[src/rtl/assert_macros.svh]
// assertion macros used by the top level rtl file
`ifndef ASSERT_MACROS_SVH
`define ASSERT_MACROS_SVH

// overlapping implication, checked on clk, off while arst_n is low
`define CAF_ASSERT_IMP(label, ante, cons, msg) \
	label: assert property (@(posedge clk) disable iff (!arst_n) (ante) |-> cons) \
		else $error(msg);

// implication into the next cycle, checked on clk, off while arst_n is low
`define CAF_ASSERT_NXT(label, ante, cons, msg) \
	label: assert property (@(posedge clk) disable iff (!arst_n) (ante) |=> cons) \
		else $error(msg);

`endif

[src/rtl/caf_pkg.sv]
// package with types and constants of the can identifier acceptance filter
package caf_pkg;

	// number of table entries, one cell each
	localparam int SLOTS = 16;

	typedef enum logic [1:0] {
		OP_CLEAR  = 2'd0,
		OP_ADD    = 2'd1,
		OP_REMOVE = 2'd2,
		OP_MATCH  = 2'd3
	} caf_op_t;

	typedef enum logic [2:0] {
		ST_OK        = 3'd0,
		ST_FULL      = 3'd1,
		ST_PRESENT   = 3'd2,
		ST_EMPTY     = 3'd3,
		ST_NOT_FOUND = 3'd4
	} caf_status_t;

	// input transaction
	typedef struct packed {
		caf_op_t     opcode;
		logic        is_extended;
		logic [10:0] base_id;
		logic [17:0] extension_id;
	} caf_item_t;

	// result transaction
	typedef struct packed {
		logic        accepted;
		caf_status_t status;
		logic        table_full;
		logic        table_empty;
	} caf_result_t;

	// controls broadcast from the sequencer to every cell
	typedef struct packed {
		logic cmp_en;
		logic add_go;
		logic rem_go;
		logic clear;
	} caf_ctl_t;

endpackage

[src/rtl/caf_cell.sv]
// one table entry of the filter chain with its compare and priority links
module caf_cell
	import caf_pkg::*;
(
	input  logic      clk,
	input  logic      arst_n,
	input  caf_item_t cmd,
	input  caf_ctl_t  ctl,
	input  logic      free_in,
	input  logic      hit_in,
	output logic      free_out,
	output logic      hit_out,
	output logic      used,
	output logic      used_nxt
);

	logic        used_q;
	logic        hit_q;
	logic        ext_q;
	logic [10:0] base_q;
	logic [17:0] ext_id_q;
	logic        key_eq;
	logic        first_free;
	logic        first_hit;
	logic        do_add;
	logic        do_free;

	// exact compare of the stored entry against the command key
	assign key_eq = used_q && (ext_q == cmd.is_extended) && (base_q == cmd.base_id) &&
		(!cmd.is_extended || (ext_id_q == cmd.extension_id));

	// priority links: a lower cell already free or already hit
	assign free_out   = free_in | ~used_q;
	assign hit_out    = hit_in | hit_q;
	assign first_free = ~used_q & ~free_in;
	assign first_hit  = hit_q & ~hit_in;

	// write decisions for this entry
	assign do_add  = ctl.add_go & first_free;
	assign do_free = ctl.clear | (ctl.rem_go & first_hit);

	always_comb begin
		used_nxt = used_q;
		if (do_free) begin
			used_nxt = 1'b0;
		end else if (do_add) begin
			used_nxt = 1'b1;
		end
	end

	assign used = used_q;

	// control state of the entry
	always_ff @(posedge clk or negedge arst_n) begin
		if (!arst_n) begin
			used_q <= 1'b0;
			hit_q  <= 1'b0;
		end else begin
			used_q <= used_nxt;
			if (ctl.cmp_en) begin
				hit_q <= key_eq;
			end
		end
	end

	// stored identifier, zeroed when the entry is freed
	always_ff @(posedge clk) begin
		if (do_free) begin
			ext_q    <= 1'b0;
			base_q   <= '0;
			ext_id_q <= '0;
		end else if (do_add) begin
			ext_q    <= cmd.is_extended;
			base_q   <= cmd.base_id;
			ext_id_q <= cmd.extension_id;
		end
	end

endmodule

[src/rtl/can_id_acceptance_filter_top.sv]
// top level of the can identifier acceptance filter: sequencer and row of entry cells
// done is registered at the end of the update state, which follows the compare state entered on start
// a new start is taken only while busy is low; busy is high through the compare and update states
// the compare state compares every cell against the key, the update state runs the priority chain and writes
// the result cannot be stalled: done marks it for exactly one cycle
// reset: asynchronous, active low arst_n, leaves every entry free and the block idle
module can_id_acceptance_filter_top
	import caf_pkg::*;
(
	input  logic        clk,
	input  logic        arst_n,
	input  logic        start,
	output logic        busy,
	input  caf_item_t   item,
	output logic        done,
	output caf_result_t result
);

`include "assert_macros.svh"

	typedef enum logic [1:0] {
		S_IDLE,
		S_CMP,
		S_UPD
	} state_t;

	state_t      state_q;
	logic        done_q;
	caf_result_t result_q;
	caf_item_t   cmd_q;
	caf_ctl_t    ctl;
	logic        accept;

	logic [SLOTS:0]   free_c;
	logic [SLOTS:0]   hit_c;
	logic [SLOTS-1:0] used_vec;
	logic [SLOTS-1:0] used_nxt_vec;

	logic        full_before;
	logic        empty_before;
	logic        any_hit;
	logic        acc_d;
	caf_status_t status_d;

	assign accept = start & ~busy;
	assign busy   = (state_q != S_IDLE);
	assign done   = done_q;
	assign result = result_q;

	// command register, standard identifiers carry a zero extension
	always_ff @(posedge clk) begin
		if (accept) begin
			cmd_q.opcode       <= item.opcode;
			cmd_q.is_extended  <= item.is_extended;
			cmd_q.base_id      <= item.base_id;
			cmd_q.extension_id <= item.is_extended ? item.extension_id : '0;
		end
	end

	// row of entry cells, priority links run from entry zero upwards
	assign free_c[0] = 1'b0;
	assign hit_c[0]  = 1'b0;

	for (genvar g = 0; g < SLOTS; g++) begin : g_cell
		caf_cell u_cell (
			.clk      (clk),
			.arst_n   (arst_n),
			.cmd      (cmd_q),
			.ctl      (ctl),
			.free_in  (free_c[g]),
			.hit_in   (hit_c[g]),
			.free_out (free_c[g+1]),
			.hit_out  (hit_c[g+1]),
			.used     (used_vec[g]),
			.used_nxt (used_nxt_vec[g])
		);
	end

	// table state before the operation
	assign full_before  = ~free_c[SLOTS];
	assign any_hit      = hit_c[SLOTS];
	assign empty_before = ~(|used_vec);

	// compare enable in the compare state, operation decode in the update state
	always_comb begin
		ctl        = '0;
		ctl.cmp_en = (state_q == S_CMP);
		status_d   = ST_OK;
		acc_d      = 1'b0;
		if (state_q == S_UPD) begin
			case (cmd_q.opcode)
				OP_CLEAR: begin
					ctl.clear = 1'b1;
				end
				OP_ADD: begin
					if (full_before) begin
						status_d = ST_FULL;
					end else if (any_hit) begin
						status_d = ST_PRESENT;
					end else begin
						ctl.add_go = 1'b1;
					end
				end
				OP_REMOVE: begin
					if (empty_before) begin
						status_d = ST_EMPTY;
					end else if (!any_hit) begin
						status_d = ST_NOT_FOUND;
					end else begin
						ctl.rem_go = 1'b1;
					end
				end
				OP_MATCH: begin
					acc_d = any_hit;
				end
				default: begin
					status_d = ST_OK;
				end
			endcase
		end
	end

	// sequencer with registered result
	always_ff @(posedge clk or negedge arst_n) begin
		if (!arst_n) begin
			state_q  <= S_IDLE;
			done_q   <= 1'b0;
			result_q <= '0;
		end else begin
			done_q <= 1'b0;
			case (state_q)
				S_IDLE: begin
					if (start) begin
						state_q <= S_CMP;
					end
				end
				S_CMP: begin
					state_q <= S_UPD;
				end
				S_UPD: begin
					state_q              <= S_IDLE;
					done_q               <= 1'b1;
					result_q.accepted    <= acc_d;
					result_q.status      <= status_d;
					result_q.table_full  <= &used_nxt_vec;
					result_q.table_empty <= ~(|used_nxt_vec);
				end
				default: begin
					state_q <= S_IDLE;
				end
			endcase
		end
	end

	// checks
	`CAF_ASSERT_IMP(a_done_after_start, accept, ##3 done, "result strobe missing after start")
	`CAF_ASSERT_NXT(a_done_single, done, !done, "result strobe longer than one cycle")
	`CAF_ASSERT_IMP(a_flag_excl, done, !(result.table_full && result.table_empty), "flags clash")
	`CAF_ASSERT_IMP(a_add_legal, ctl.add_go, (!full_before && !any_hit), "illegal add")

endmodule

[config.mk]
export PLATFORM = sky130hd
export DESIGN_NAME = can_id_acceptance_filter_top
export DESIGN_NICKNAME = d
export VERILOG_FILES = /design/src/rtl/caf_pkg.sv /design/src/rtl/caf_cell.sv /design/src/rtl/can_id_acceptance_filter_top.sv
export VERILOG_INCLUDE_DIRS = /design/src /design/src/rtl
export SDC_FILE = /design/constraint.sdc
export NUM_CORES = 1
export LEC_CHECK = 0
export BUFFER_PORTS_ARGS = -buffer_cell sky130_fd_sc_hd__buf_2
export CAP_MARGIN = 20
export CORE_UTILIZATION = 57
export DETAILED_ROUTE_END_ITERATION = 7
export GPL_TIMING_DRIVEN = 0
export PLACE_DENSITY = 0.76
export SLEW_MARGIN = 20
export SYNTH_ARGS = -nofsm -noshare
export SYNTH_HDL_FRONTEND = slang
export SYNTH_SLANG_ARGS = --single-unit
[constraint.sdc]
create_clock -name clk -period 2.55 [get_ports clk]
set_input_delay 0.1275 -clock clk [delete_from_list [all_inputs] [get_ports clk]]
set_output_delay 0.1275 -clock clk [all_outputs]
set_load 0.02 [all_outputs]
==> impl_results.md <==
* Primary FF master, synth: dfxtp_1
* Crit Reg-Reg Startpoint: g_cell[3].u_cell.hit_q
* Clk pwr share at 40.7%
* Vias per cell at 6.29
* Placed Area at 26400 um^2
* Routed wire length at 101000 um
* Status: complete, but fails checks
* # rows at 76
* First-pass GRT wire length at 139000 um
* Yosys cell types at 54
* Nets at 3409
* Core box area at 43500 um^2
* Sw Ratio at 28.9%
* Die width at 213 um
* Worst-Margin Slew at 1.20 ns
* Failing checks: negative setup slack
* Sequential cell area at 11600 um^2
* Vias in the first global route at 23.0k
* Area grow syn2layout at 29.3%
* Sink Count at 553
* Worst Path Required at 3.03 ns
* CP max-delay cell: clkbuf_1
* Seq/Total Area, Yosys at 45.7%
* Post-synth EDFFs at 32
* Routed via count at 25.2k
* Worst reg2reg path endpoint: g_cell[11].u_cell.ext_id_q[8]
* Worst Setup SP: g_cell[3].u_cell.hit_q
* Antenna violations before repair at 1
* Combinational Power Share at 14.8%
* Area occupied by multi-input gates at 15100 um^2
* VDD IR max at 665 uV
* Wire per inst at 25.1 um
* Gate Count Post-Synth at 3158
* R2r setup slk at -0.34 ns
* Crit-path leading delay family: simple AND/OR/NAND/NOR gates
* GRT overflow at 0
* Total CTS buffers at 58
* CTS Root Cell: clkbuf_16
* F_max at 0.346 GHz
* Startpoint types: register
* Starting Density at 58.4%
* Crit path cell chain: or4_4 -> buf_4 -> nor2_1 -> nand4_1 -> nand2_1 -> clkbuf_1 -> a21oi_2
* Critical path arrival at 3.38 ns
* DRC at 0
* Crit share post-route at 113%
* Worst setup margin at -0.343 ns
* Syn_area_per_cell at 8.04 um^2
* HPWL Detailed at 62300 um
* Asr flop ratio synth at 7.41%
* Total iterations of the first detailed-routing run at 8
* Worst setup EP type: register
* Setup violators final at 295
* Cell Area, Synth at 25400 um^2
* Routed Antenna Nets at 0
* H-tree levels at 2
* IO buf count at 42
* Fin Setup TNS at -33.10 ns
* Largest net degree at the start of global routing at 42
* Crit Path Max Fanout at 10
* TritonCTS clock tree: built
* Switching power at 0.00629 W
* Final-layout fill cell count at 2987
* Leakage at 12.1 nW
* Period minus WS final at 2.89 ns
* Flop pwr share at 44.6%
* Final hold violations at 0
* Worst Clk Skew at 0.0352 ns
* Syn nets at 3197
* Die ar. at 45400 um^2
* Worst Reg-to-Reg Cells at 7
* Slowest stage delay, CP at 0.68 ns
* RSZ-0062 raised after global routing: yes
* #FFs+latches synth at 553
* Worst path bufs/invs at 2
* Clock transition at path regs at 0.06 ns
* Most common cell after layout, fill and taps aside: nand2_1
* GRT Util Overall at 41.6%
* Clk_lat worst skew at 0.66 ns
* Final Instance Area at 32800 um^2
* Ports at 43
* Min Hold Slack at 0.0459 ns
* Pint at 0.0155 W
* CP Class: register to register
* Die H at 213 um
* Share of layout cells above drive strength 1 at 25.7%
* Most frequent cells in the layout: nand2_1, dfxtp_1, a21oi_1
* Min-Delay Path Class: input port to asynchronous set/reset pin
* Design Power at 0.0218 W
* Max_cap viols at 0
* Initial drt markers at 3398
* Synth warn at 0
* Max-slew violations at 0
* Post-Place Worst Slack at -1.28 ns
* Routability cong. at 0.993
* Rel. slew slack at 20.1%
* Cell Pwr Density at 664 nW/um^2
* Clock buffer depth at 3
==> kinds of logic (layout without fill, tap and decap cells) <==
group | Yosys count | after routing | synth area share [%]
compound gates | 548 | 548 | 11.6
other cells | 0 | 1 | 0
fa+ha+maj | 4 | 4 | 0.197
xor+xnor | 478 | 478 | 16.5
simple gates | 1273 | 1273 | 21.5
buf+inv | 302 | 562 | 4.51
flops | 553 | 553 | 45.7
==> layout make-up <==
cell class,count,area share (%)
clock inverters,12,0.347
plain buffers,251,4.99
well taps,585,2.23
inverters,23,0.267
multi-input cells,2303,45.9
clock buffers,96,5.64
flip-flops and latches,553,35.4
diodes,1,0.00763
repair buffers,180,5.21
==> cell usage after synthesis, types with 3 or more instances <==
cell type,count,area [um^2]
nand3_1,46,230
a21oi_1,485,2430
and2_1,20,125
nor2_1,21,78.8
clkbuf_1,249,935
nor4b_1,3,26.3
nor3b_1,3,22.5
buf_1,21,78.8
a31o_2,6,52.6
nand2_1,985,3700
buf_2,8,40.0
nand2b_1,8,50.1
xnor2_1,230,2010
inv_1,21,78.8
or3_1,6,37.5
nor3_1,14,70.1
ha_1,4,50.1
o41ai_1,12,105
xor2_1,248,2170
nand4_1,59,369
o21ai_0,8,40.0
a22o_1,12,105
dfrtp_1,41,1030
o21bai_1,8,60.1
or4_1,4,30.0
a32o_1,4,40.0
nor4_1,82,513
or2_2,5,31.3
edfxtp_1,32,961
dfxtp_1,480,9610
==> flip-flops by register name, indices dropped and copies added (netlist names) <==
signal and cells:
cmd_q 32, done 1, g_cell.u_cell.base_q 176, g_cell.u_cell.ext_id_q 288
g_cell.u_cell.ext_q 16, g_cell.u_cell.hit_q 16, g_cell.u_cell.used 16, result 6
state_q 2
==> timing repair <==
action,4_1_cts,5_1_grt
pin swaps,116,138
endpoints found under the setup margin,511,459
hold buffers,40,0
endpoints found under the hold margin,74,0
resized for setup,473,578
setup buffers,46,28
gates cloned,15,6
==> per-layer routing <==
metal / wire, um / global-route usage [%] / part of all wire (%) / up-vias
met5: 0 / 0 / 0 / -
met4: 7580 / 27.2 / 7.5 / 0
met3: 13000 / 9.59 / 13 / 532
met2: 43300 / 63.1 / 43 / 1875
met1: 36700 / 53.0 / 36 / 11997
li1: - / - / - / 10788
==> per-stage QoR <==
| step | instances | util (%) |
|---|---|---|
| finish | 4004 | 75.5 |
| global route | 4003 | 75.5 |
| CTS | 3982 | 71.0 |
| detailed placement | 3789 | 60.8 |
| global placement | 3785 | 60.6 |
| floorplan | 3158 | - |
==> power by group through the flow <==
stage               registers (W)  clock network, W  logic [W]
detailed placement        0.00979                 0    0.00278
global route              0.00974           0.00911    0.00334
global placement          0.00977                 0    0.00270
floorplan                 0.00971                 0    0.00178
CTS                       0.00966           0.00874    0.00302
finish                    0.00971           0.00886    0.00322
==> worst register-to-register path: cells and delay by family, from the launching register on <==
| kind | cells | cell delay [ns] |
|---|---|---|
| AOI/OAI and AO/OA | 1 | 0.06 |
| and+or+nand+nor | 4 | 1.38 |
| buffers and inverters | 2 | 0.85 |
| DFF | 1 | 0.45 |
==> how the worst max path moves through the flow <==
stage	slack [ns]	end	cells past startpoint
2_1_floorplan	-0.05	result[0]	8
3_3_place_gp	-1.49	g_cell[2].u_cell.hit_q	7
3_5_place_dp	-1.28	g_cell[7].u_cell.hit_q	6
4_1_cts	-0.17	result[0]	7
5_1_grt	-0.43	g_cell[11].u_cell.ext_id_q[4]	7
6_report	-0.34	g_cell[11].u_cell.ext_id_q[8]	7
Power figures use the tool's default switching activity.
